===== src/hdl/lsms_pkg.sv =====
// Shared types and constants for the LCD scanline mode sequencer.
package lsms_pkg;

    localparam int CfgWidth   = 10;
    localparam int LineWidth  = 8;
    localparam int NumRegs    = 5;
    localparam int IndexWidth = 3;

    // Register indexes on the configuration port
    localparam logic [IndexWidth-1:0] REG_OAM        = 3'd0;
    localparam logic [IndexWidth-1:0] REG_PIXEL      = 3'd1;
    localparam logic [IndexWidth-1:0] REG_HBLANK     = 3'd2;
    localparam logic [IndexWidth-1:0] REG_LINE       = 3'd3;
    localparam logic [IndexWidth-1:0] REG_SHORT_LINE = 3'd4;

    // Register reset values
    localparam logic [CfgWidth-1:0] OAM_RESET        = 10'd80;
    localparam logic [CfgWidth-1:0] PIXEL_RESET      = 10'd172;
    localparam logic [CfgWidth-1:0] HBLANK_RESET     = 10'd204;
    localparam logic [CfgWidth-1:0] LINE_RESET       = 10'd456;
    localparam logic [CfgWidth-1:0] SHORT_LINE_RESET = 10'd56;

    // Vblank lines that precede the lines with special lengths
    localparam logic [LineWidth-1:0] LAST_SHORT_PREV = 8'd152;
    localparam logic [LineWidth-1:0] LAST_LINE       = 8'd153;

    // Status mode codes
    localparam logic [1:0] MODE_HBLANK = 2'd0;
    localparam logic [1:0] MODE_VBLANK = 2'd1;
    localparam logic [1:0] MODE_OAM    = 2'd2;
    localparam logic [1:0] MODE_PIXEL  = 2'd3;

    typedef enum logic [4:0] {
        PH_OFF    = 5'b00001,
        PH_OAM    = 5'b00010,
        PH_PIXEL  = 5'b00100,
        PH_HBLANK = 5'b01000,
        PH_VBLANK = 5'b10000
    } phase_t;

    typedef struct packed {
        logic [CfgWidth-1:0] oam_cycles;
        logic [CfgWidth-1:0] pixel_cycles;
        logic [CfgWidth-1:0] hblank_cycles;
        logic [CfgWidth-1:0] line_cycles;
        logic [CfgWidth-1:0] short_line_cycles;
    } cfg_t;

    typedef struct packed {
        logic                 lcd_enable;
        logic [LineWidth-1:0] lyc_value;
        logic                 irq_on_lyc;
        logic                 irq_on_oam;
        logic                 irq_on_vblank;
        logic                 irq_on_hblank;
    } item_t;

    typedef struct packed {
        phase_t               phase;
        logic [CfgWidth-1:0]  countdown;
        logic [LineWidth-1:0] line_counter;
        logic [1:0]           mode;
        logic                 coincidence;
        logic                 invalid_frame;
    } seq_state_t;

    typedef struct packed {
        logic [1:0]           mode_bits;
        logic [LineWidth-1:0] line_number;
        logic                 lyc_match;
        logic                 stat_irq;
        logic                 vblank_irq;
        logic                 render_line;
        logic                 frame_ready;
        logic                 display_on;
    } result_t;

endpackage


===== src/hdl/lsms_cfg.sv =====
// Timing configuration registers of the scanline sequencer.
module lsms_cfg
(
    input  logic                            clk,
    input  logic                            rst_n,
    input  logic                            cfg_write,
    input  logic [lsms_pkg::IndexWidth-1:0] cfg_index,
    input  logic [lsms_pkg::CfgWidth-1:0]   cfg_data,
    output lsms_pkg::cfg_t                  cfg
);
    import lsms_pkg::*;

    cfg_t cfg_reg;

    always_ff @(posedge clk or negedge rst_n)
    begin
        if (!rst_n)
        begin
            cfg_reg.oam_cycles        <= OAM_RESET;
            cfg_reg.pixel_cycles      <= PIXEL_RESET;
            cfg_reg.hblank_cycles     <= HBLANK_RESET;
            cfg_reg.line_cycles       <= LINE_RESET;
            cfg_reg.short_line_cycles <= SHORT_LINE_RESET;
        end
        else if (cfg_write)
        begin
            case (cfg_index)
                REG_OAM:        cfg_reg.oam_cycles        <= cfg_data;
                REG_PIXEL:      cfg_reg.pixel_cycles      <= cfg_data;
                REG_HBLANK:     cfg_reg.hblank_cycles     <= cfg_data;
                REG_LINE:       cfg_reg.line_cycles       <= cfg_data;
                REG_SHORT_LINE: cfg_reg.short_line_cycles <= cfg_data;
                default:        ; // unknown index: dropped
            endcase
        end
    end

    assign cfg = cfg_reg;

endmodule


===== src/hdl/lsms_step.sv =====
// Next-state and result logic for one controller tick.
module lsms_step
#(
    parameter int VISIBLE_LINES = 144
)
(
    input  lsms_pkg::seq_state_t st,
    input  lsms_pkg::item_t      item,
    input  lsms_pkg::cfg_t       cfg,
    output lsms_pkg::seq_state_t nx,
    output lsms_pkg::result_t    res
);
    import lsms_pkg::*;

    localparam logic [LineWidth-1:0] VisLines   = VISIBLE_LINES[LineWidth-1:0];
    localparam logic [LineWidth-1:0] VisLinesM1 = VisLines - 8'd1;

    // zero length behaves as one tick
    function automatic logic [CfgWidth-1:0] dur(input logic [CfgWidth-1:0] v);
        return (v == '0) ? CfgWidth'(1) : v;
    endfunction

    // returns {coincidence, stat request} for a new line value
    function automatic logic [1:0] line_eval(
        input logic [LineWidth-1:0] ly,
        input logic [LineWidth-1:0] lyc,
        input logic                 lyc_en,
        input logic                 vb_en
    );
        logic hit;
        logic supp;
        hit  = (ly == lyc);
        supp = ((ly == '0) || (ly > VisLines)) && vb_en;
        return {hit, hit && lyc_en && !supp};
    endfunction

    logic [LineWidth-1:0] hb_line;
    logic [LineWidth-1:0] vb_line;
    logic [1:0]           hb_eval;
    logic [1:0]           vb_eval;
    logic                 prev_match;
    logic                 stat;
    logic                 vbi;
    logic                 rend;
    logic                 frame;

    assign hb_line    = st.line_counter + 8'd1;
    assign vb_line    = (st.line_counter == LAST_LINE) ? '0 : hb_line;
    assign hb_eval    = line_eval(hb_line, item.lyc_value, item.irq_on_lyc,
                                  item.irq_on_vblank);
    assign vb_eval    = line_eval(vb_line, item.lyc_value, item.irq_on_lyc,
                                  item.irq_on_vblank);
    assign prev_match = (hb_line != '0) && ((hb_line - 8'd1) == item.lyc_value);

    always_comb
    begin
        nx    = st;
        stat  = 1'b0;
        vbi   = 1'b0;
        rend  = 1'b0;
        frame = 1'b0;
        if (st.countdown > CfgWidth'(1))
        begin
            nx.countdown = st.countdown - CfgWidth'(1);
        end
        else
        begin
            case (st.phase)
                PH_OFF:
                begin
                    if (item.lcd_enable)
                    begin
                        nx.phase         = PH_OAM;
                        nx.invalid_frame = 1'b1;
                        nx.countdown     = dur(cfg.oam_cycles);
                    end
                    else
                    begin
                        nx.countdown = dur(cfg.line_cycles);
                    end
                end
                PH_OAM:
                begin
                    nx.mode      = MODE_PIXEL;
                    nx.phase     = PH_PIXEL;
                    nx.countdown = dur(cfg.pixel_cycles);
                end
                PH_PIXEL:
                begin
                    rend = !st.invalid_frame;
                    stat = item.irq_on_hblank &&
                           (!item.irq_on_lyc || (st.line_counter != item.lyc_value));
                    nx.mode      = MODE_HBLANK;
                    nx.phase     = PH_HBLANK;
                    nx.countdown = dur(cfg.hblank_cycles);
                end
                PH_HBLANK:
                begin
                    nx.line_counter = hb_line;
                    nx.coincidence  = hb_eval[1];
                    if (hb_line == VisLines)
                    begin
                        frame = !st.invalid_frame;
                        vbi   = 1'b1;
                        stat  = hb_eval[0] ||
                                (item.irq_on_vblank && !item.irq_on_hblank &&
                                 (!item.irq_on_lyc || (item.lyc_value != VisLinesM1)));
                        nx.mode      = MODE_VBLANK;
                        nx.phase     = PH_VBLANK;
                        nx.countdown = dur(cfg.line_cycles);
                    end
                    else
                    begin
                        stat = hb_eval[0] ||
                               (item.irq_on_oam && (!item.irq_on_lyc || !prev_match) &&
                                !item.irq_on_hblank);
                        nx.mode      = MODE_OAM;
                        nx.phase     = PH_OAM;
                        nx.countdown = dur(cfg.oam_cycles);
                    end
                end
                PH_VBLANK:
                begin
                    if (st.line_counter == '0)
                    begin
                        if (item.lcd_enable)
                        begin
                            nx.invalid_frame = 1'b0;
                            nx.mode          = MODE_OAM;
                            nx.phase         = PH_OAM;
                            nx.countdown     = dur(cfg.oam_cycles);
                            stat             = item.irq_on_oam && !item.irq_on_vblank;
                        end
                        else
                        begin
                            frame        = 1'b1;
                            nx.mode      = MODE_HBLANK;
                            nx.phase     = PH_OFF;
                            nx.countdown = dur(cfg.line_cycles);
                        end
                    end
                    else
                    begin
                        nx.line_counter = vb_line;
                        nx.coincidence  = vb_eval[1];
                        stat            = vb_eval[0];
                        if (st.line_counter == LAST_SHORT_PREV)
                            nx.countdown = dur(cfg.short_line_cycles);
                        else if (st.line_counter == LAST_LINE)
                            nx.countdown = (cfg.line_cycles > cfg.short_line_cycles) ?
                                           (cfg.line_cycles - cfg.short_line_cycles) :
                                           CfgWidth'(1);
                        else
                            nx.countdown = dur(cfg.line_cycles);
                    end
                end
                default:
                begin
                    nx = st;
                end
            endcase
        end
    end

    always_comb
    begin
        res.mode_bits   = nx.mode;
        res.line_number = nx.line_counter;
        res.lyc_match   = nx.coincidence;
        res.stat_irq    = stat;
        res.vblank_irq  = vbi;
        res.render_line = rend;
        res.frame_ready = frame;
        res.display_on  = (nx.phase != PH_OFF);
    end

endmodule


===== src/hdl/lcd_scanline_mode_sequencer.sv =====
// Top level of the LCD scanline mode sequencer: request registers and state.
//
// Usage:
//   Each input request is one display controller tick carrying the live LCD
//   enable, the line compare value and four status interrupt enables. Each
//   accepted request yields exactly one result request with the mode bits,
//   line number, coincidence flag and the stat, vblank, render-line and
//   frame-ready pulses for that tick.
//   Both channels use valid/stall; a request moves on a rising edge with
//   valid high and stall low.
//   A request passes through the input register, then the result register;
//   out_valid rises once the result register is loaded. Throughput: one
//   request per cycle while the receiver does not stall, set by the
//   combinational state update between the two registers.
//   When the receiver stalls a waiting result, the result register holds. An
//   occupied input register then raises in_stall in the same cycle (out_stall
//   feeds in_stall combinationally); an empty one takes one more request first.
//   Reset: sequencer starts in the off phase, countdown at line_cycles,
//   line 0, mode 0; timing registers return to 80/172/204/456/56.
//   Timing registers are written through cfg_write/cfg_index/cfg_data; the user
//   must write them only while the block is idle, which the block does not enforce.
module lcd_scanline_mode_sequencer
#(
    parameter int VISIBLE_LINES = 144
)
(
    input  logic                            clk,
    input  logic                            rst_n,
    // configuration
    input  logic                            cfg_write,
    input  logic [lsms_pkg::IndexWidth-1:0] cfg_index,
    input  logic [lsms_pkg::CfgWidth-1:0]   cfg_data,
    // input channel
    input  logic                            in_valid,
    output logic                            in_stall,
    input  logic                            lcd_enable,
    input  logic [lsms_pkg::LineWidth-1:0]  lyc_value,
    input  logic                            irq_on_lyc,
    input  logic                            irq_on_oam,
    input  logic                            irq_on_vblank,
    input  logic                            irq_on_hblank,
    // result channel
    output logic                            out_valid,
    input  logic                            out_stall,
    output logic [1:0]                      mode_bits,
    output logic [lsms_pkg::LineWidth-1:0]  line_number,
    output logic                            lyc_match,
    output logic                            stat_irq,
    output logic                            vblank_irq,
    output logic                            render_line,
    output logic                            frame_ready,
    output logic                            display_on
);
    import lsms_pkg::*;

    cfg_t       cfg;
    item_t      item_reg;
    logic       in_full_reg;
    logic       in_full_next;
    seq_state_t st_reg;
    seq_state_t st_next;
    result_t    res_next;
    result_t    res_reg;
    logic       out_valid_reg;
    logic       in_accept;
    logic       advance;

    lsms_cfg u_cfg
    (
        .clk       (clk),
        .rst_n     (rst_n),
        .cfg_write (cfg_write),
        .cfg_index (cfg_index),
        .cfg_data  (cfg_data),
        .cfg       (cfg)
    );

    lsms_step #(.VISIBLE_LINES(VISIBLE_LINES)) u_step
    (
        .st   (st_reg),
        .item (item_reg),
        .cfg  (cfg),
        .nx   (st_next),
        .res  (res_next)
    );

    // held request steps the sequencer when the result slot is empty or its result is taken
    assign advance      = in_full_reg && (!out_valid_reg || !out_stall);
    assign in_stall     = in_full_reg && !advance;
    assign in_accept    = in_valid && !in_stall;
    assign in_full_next = in_accept ? 1'b1 : (advance ? 1'b0 : in_full_reg);

    always_ff @(posedge clk or negedge rst_n)
    begin
        if (!rst_n)
            in_full_reg <= 1'b0;
        else
            in_full_reg <= in_full_next;
    end

    always_ff @(posedge clk)
    begin
        if (in_accept)
        begin
            item_reg.lcd_enable    <= lcd_enable;
            item_reg.lyc_value     <= lyc_value;
            item_reg.irq_on_lyc    <= irq_on_lyc;
            item_reg.irq_on_oam    <= irq_on_oam;
            item_reg.irq_on_vblank <= irq_on_vblank;
            item_reg.irq_on_hblank <= irq_on_hblank;
        end
    end

    // sequencer state
    always_ff @(posedge clk or negedge rst_n)
    begin
        if (!rst_n)
        begin
            st_reg.phase         <= PH_OFF;
            st_reg.countdown     <= LINE_RESET;
            st_reg.line_counter  <= '0;
            st_reg.mode          <= MODE_HBLANK;
            st_reg.coincidence   <= 1'b0;
            st_reg.invalid_frame <= 1'b0;
        end
        else if (advance)
        begin
            st_reg <= st_next;
        end
    end

    // result register
    always_ff @(posedge clk or negedge rst_n)
    begin
        if (!rst_n)
            out_valid_reg <= 1'b0;
        else if (advance)
            out_valid_reg <= 1'b1;
        else if (!out_stall)
            out_valid_reg <= 1'b0;
    end

    always_ff @(posedge clk)
    begin
        if (advance)
            res_reg <= res_next;
    end

    assign out_valid   = out_valid_reg;
    assign mode_bits   = res_reg.mode_bits;
    assign line_number = res_reg.line_number;
    assign lyc_match   = res_reg.lyc_match;
    assign stat_irq    = res_reg.stat_irq;
    assign vblank_irq  = res_reg.vblank_irq;
    assign render_line = res_reg.render_line;
    assign frame_ready = res_reg.frame_ready;
    assign display_on  = res_reg.display_on;

    // display off always reports line 0, mode 0
    a_off_idle: assert property (@(posedge clk) disable iff (!rst_n)
        (out_valid && !display_on) |-> (mode_bits == MODE_HBLANK && line_number == '0))
        else $error("off phase with nonzero mode or line");

    // vblank pulse only on entry to the first vblank line
    a_vbi_entry: assert property (@(posedge clk) disable iff (!rst_n)
        (out_valid && vblank_irq) |->
            (mode_bits == MODE_VBLANK && line_number == VISIBLE_LINES[LineWidth-1:0]))
        else $error("vblank pulse outside vblank entry");

    // render pulse only when entering hblank
    a_render_mode: assert property (@(posedge clk) disable iff (!rst_n)
        (out_valid && render_line) |-> (mode_bits == MODE_HBLANK && display_on))
        else $error("render pulse outside hblank entry");

    // sequencer state only moves when a result is produced
    a_state_hold: assert property (@(posedge clk) disable iff (!rst_n)
        !advance |=> $stable(st_reg))
        else $error("state changed without a step");

endmodule

===== config.mk =====
export PLATFORM = sky130hd
export DESIGN_NAME = lcd_scanline_mode_sequencer
export DESIGN_NICKNAME = d
export VERILOG_FILES = /design/src/hdl/lsms_pkg.sv /design/src/hdl/lsms_cfg.sv /design/src/hdl/lsms_step.sv /design/src/hdl/lcd_scanline_mode_sequencer.sv
export SDC_FILE = /design/constraint.sdc
export NUM_CORES = 1
export LEC_CHECK = 0
export BUFFER_PORTS_ARGS = -buffer_cell sky130_fd_sc_hd__buf_2
export CAP_MARGIN = 20
export CORE_MARGIN = 8
export CORE_UTILIZATION = 52
export CTS_BUF_LIST = sky130_fd_sc_hd__clkbuf_2
export CTS_CLUSTER_SIZE = 8
export DETAILED_ROUTE_END_ITERATION = 10
export PLACE_DENSITY = 0.67
export RECOVER_POWER = 25
export SETUP_SLACK_MARGIN = 0.15
export SLEW_MARGIN = 20
export SYNTH_ARGS = -nofsm -noshare
export SYNTH_HDL_FRONTEND = slang
export SYNTH_SLANG_ARGS = --single-unit

===== constraint.sdc =====
create_clock -name clk -period 5.2 [get_ports clk]
set_clock_uncertainty 0.2 [all_clocks]
set_input_delay 1.04 -clock clk [delete_from_list [all_inputs] [get_ports clk]]
set_output_delay 1.04 -clock clk [all_outputs]
set_load 0.05 [all_outputs]

==> results.txt <==
Subtracting the final worst setup slack from the clock period gives roughly 3.6 ns. The vias after detailed routing is approximately 6100. Leaving out fill and tap cells, the most frequent cell in the layout is sky130_fd_sc_hd__nor2_1. The worst-case vdd ir drop came out at 209 uV. The cell area after synthesis came out at 6950 sq um. The path class of the tightest hold or removal check is register to register. The total setup buffers inserted after CTS is 0.

In the routed design, unresolved DRC markers number 0. The number of inserted diodes came out at 0. The number of slew-limit violations in the final report came out at 36. The post-cts gate resize count came out at 0. The growth of design area from synthesis to finish is 6.45%. The max-cap check violation count came out at 1. The area of the multi-input gates is 3810 sq um. The placed instances occupy a cell area of about 7300 sq um.

The register with the most flip-flops in the layout has 50 of them. The setup path with the least slack is of type register to register. In this run the count of I/O pins placed on the die edge is 49. The fraction of final layout cells with drive strength greater than 1 is 20.1%.

The upper clock frequency limit came out at between 200 and 300 MHz. The sequential cell area came out at 2880 sq um. The die width is around 130 microns. The category of the worst setup path capture point is a register. The count of different cell masters after synthesis came out at approximately 70.

The number of global-route vias before repair is 5894. The final weighted congestion of routability-driven global placement is around 0.98. Counting tap cells, the placed design contains a total of 927 instances.

The count of flip-flops with a built-in enable after synthesis is 29. The number of failing setup endpoints in the final timing report is 0. The routed via count divided by cell count is 6.46.

The total number of clock tree sinks is 108. The required time of the worst setup path is approximately 5.4 ns. In this run the deepest clock path goes through 2 buffers.

The run finished, with violations left. The effective utilization at floorplan is 52.9%. Of all nets on the critical path, the largest fanout is 16. The H-tree level count is 3. The overall die area came out at 17300 sq um.

The finished layout holds 943 standard cells, fillers aside. In this run, the number of DRC markers left after iteration 0 of detailed routing was 650. After clock tree synthesis, the flow added hold-fix buffers numbering 0. The first-pass GRT wire length is 32.5 mm. In the layout the commonest cells are sky130_fd_sc_hd__nor2_1, sky130_fd_sc_hd__nand2_1, sky130_fd_sc_hd__o21ai_0. Setup repair after global routing left no endpoint under its margin. The Yosys step of the flow raised 0 warnings. The maximum number of pins on one net before global-route repair is 46. The row count came out at 42. The number of failing hold endpoints at the final stage is 0. The transition time at the pin with the least slew margin came out at around 2.2 ns. The setup TNS is 0 ns. The share of synthesized area in the top cell type comes to between 20% and 30%. The final wirelength came out at between 20 and 25 mm. The number of inserted filler cells in the final layout came out at 1209.

The element type at the critical path start is a register. The detailed-placement wirelength estimate is about 15 mm. The number of detailed-route iterations in the first pass came out at 5. The clock transition at the registers of the reported paths is 0.29 ns. The number of synthesized register bits is 108. The clock insertion delay at the later pin of the skew report is around 0.64 ns. The checks that failed: capacitance limit, slew limit. The mean instance size in the synthesized netlist is 9.41 sq um. The biggest area contributor in the post-synthesis netlist is sky130_fd_sc_hd__dfrtp_1. TritonCTS built the clock tree. The normalized max-slew margin is -47.7%. Power comes to 2.29 mW. The reg2reg setup slack is about 1.6 ns.

The post-synthesis cell count came out at 738. The power per cell area is 310 nW/um^2. The number of buffers created by CTS is 9. The cell area after layout is 7390 sq um.

Measured on the finished design, the core utilization comes to 56.3%. The area of the core region came out at 13100 sq um. Among all flip-flop cells after synthesis, the most frequent one is sky130_fd_sc_hd__dfrtp_1.

The number of nets in the synthesized netlist is between 700 and 800. Sorting the synthesized cells by area gives the leading types as sky130_fd_sc_hd__dfrtp_1, sky130_fd_sc_hd__edfxtp_1, sky130_fd_sc_hd__mux2_2. The sequential fraction of the synthesis area came out at 41.4%. The die is 132 microns tall.

The initial antenna violation count was 0. The arrival time at the worst endpoint is 3.80 ns. The share of async-settable or async-resettable flops after synthesis came out at about 73%. The number of nets still failing antenna checks after routing came out at 0. The number of buffers added on ports is 48. The per-cell routed wire length came out at 21.5 microns. The reported leakage power came out at 2.90 nW. The global-route usage over all layers is 23.3%. The total global routing overflow is 0. The buffer cell driving the clock tree root is sky130_fd_sc_hd__clkbuf_2. The number of nets in the final layout came out at 809. The part of the cycle the worst path needs is 68.5%.
[area by class of cell]
type	count	area share (%)
Clock buffer	10	0.677
Inverter	26	1.32
Clock inverter	6	0.948
Tap cell	176	2.98
Multi-Input combinational cell	563	51.5
Sequential cell	108	38.9
Timing Repair Buffer	54	3.71
[path summary, 6_finish.rpt]
| kind | cells past startpoint | end | from |
|---|---|---|---|
| worst max-delay path | 8 | stat_irq$_SDFFCE_PP0P_ | st_reg[4]$_DFFE_PN0P_ |
| worst min-delay path | 1 | out_valid$_DFFE_PN0P_ | in_full_reg$_DFFE_PN0P_ |
| worst max register to register | 8 | stat_irq$_SDFFCE_PP0P_ | st_reg[4]$_DFFE_PN0P_ |
| worst min register to register | 1 | out_valid$_DFFE_PN0P_ | in_full_reg$_DFFE_PN0P_ |
| max in group asynchronous | 2 | u_cfg.cfg[5]$_DFFE_PN1P_ | rst_n |
| min in group asynchronous | 1 | st_reg[14]$_DFFE_PN0P_ | rst_n |
[through the flow]
| stage | worst slack, ns | hold slack, ns |
|---|---|---|
| finish | 1.64 | 0.327 |
| global route | 1.45 | 0.304 |
| CTS | 1.70 | 0.0954 |
| detailed placement | 1.74 | 0.281 |
| global placement | 1.78 | 0.278 |
| floorplan | 2.39 | 0.257 |
[synth_stat cells (all sizes together) (14+ instances only)]
cell type  count
dfstp         22
xnor2         17
mux2          55
clkbuf        26
edfxtp        29
nor2          69
o21ai         59
nand2         63
dfrtp         57
inv           25
xor2          14
nand3         23
mux2i         22
buf           15
ha            15
a21oi         38
nor3          22
[critical path, stage by stage, from the launching register on]
cell and delay, ns:
sky130_fd_sc_hd__dfrtp_1 0.76, sky130_fd_sc_hd__ha_1 0.44, sky130_fd_sc_hd__and2_0 0.40, sky130_fd_sc_hd__a21oi_1 0.13, sky130_fd_sc_hd__o41ai_1 0.59, sky130_fd_sc_hd__a22oi_1 0.18, sky130_fd_sc_hd__o21ai_0 0.40, sky130_fd_sc_hd__o211ai_1 0.14
sky130_fd_sc_hd__o2bb2ai_1 0.14
[kinds of logic (layout without fill, tap and decap cells)]
group,count (synthesis),after routing,synth area share [%]
flops,108,108,41.4
mux,77,77,12.1
buf+inv,67,96,3.87
xor+xnor,31,31,3.91
simple gates,245,245,17.4
fa+ha+maj,16,16,2.99
compound gates,194,194,18.3
[report_power, final]
group | leakage, nW | total, mW | internal (mW) | switching (mW)
logic | 1.59 | 0.660 | 0.295 | 0.365
clock network | 0.0787 | 0.419 | 0.119 | 0.300
registers | 1.23 | 1.21 | 1.04 | 0.174
[routing by layer]
metal  GRT usage, %  routed length (microns)
met1           29.6                     8680
met2           37.5                     9500
met3           3.85                     1120
met4           12.3                      940
met5              0                        0
(Power assumes the default switching activity.)
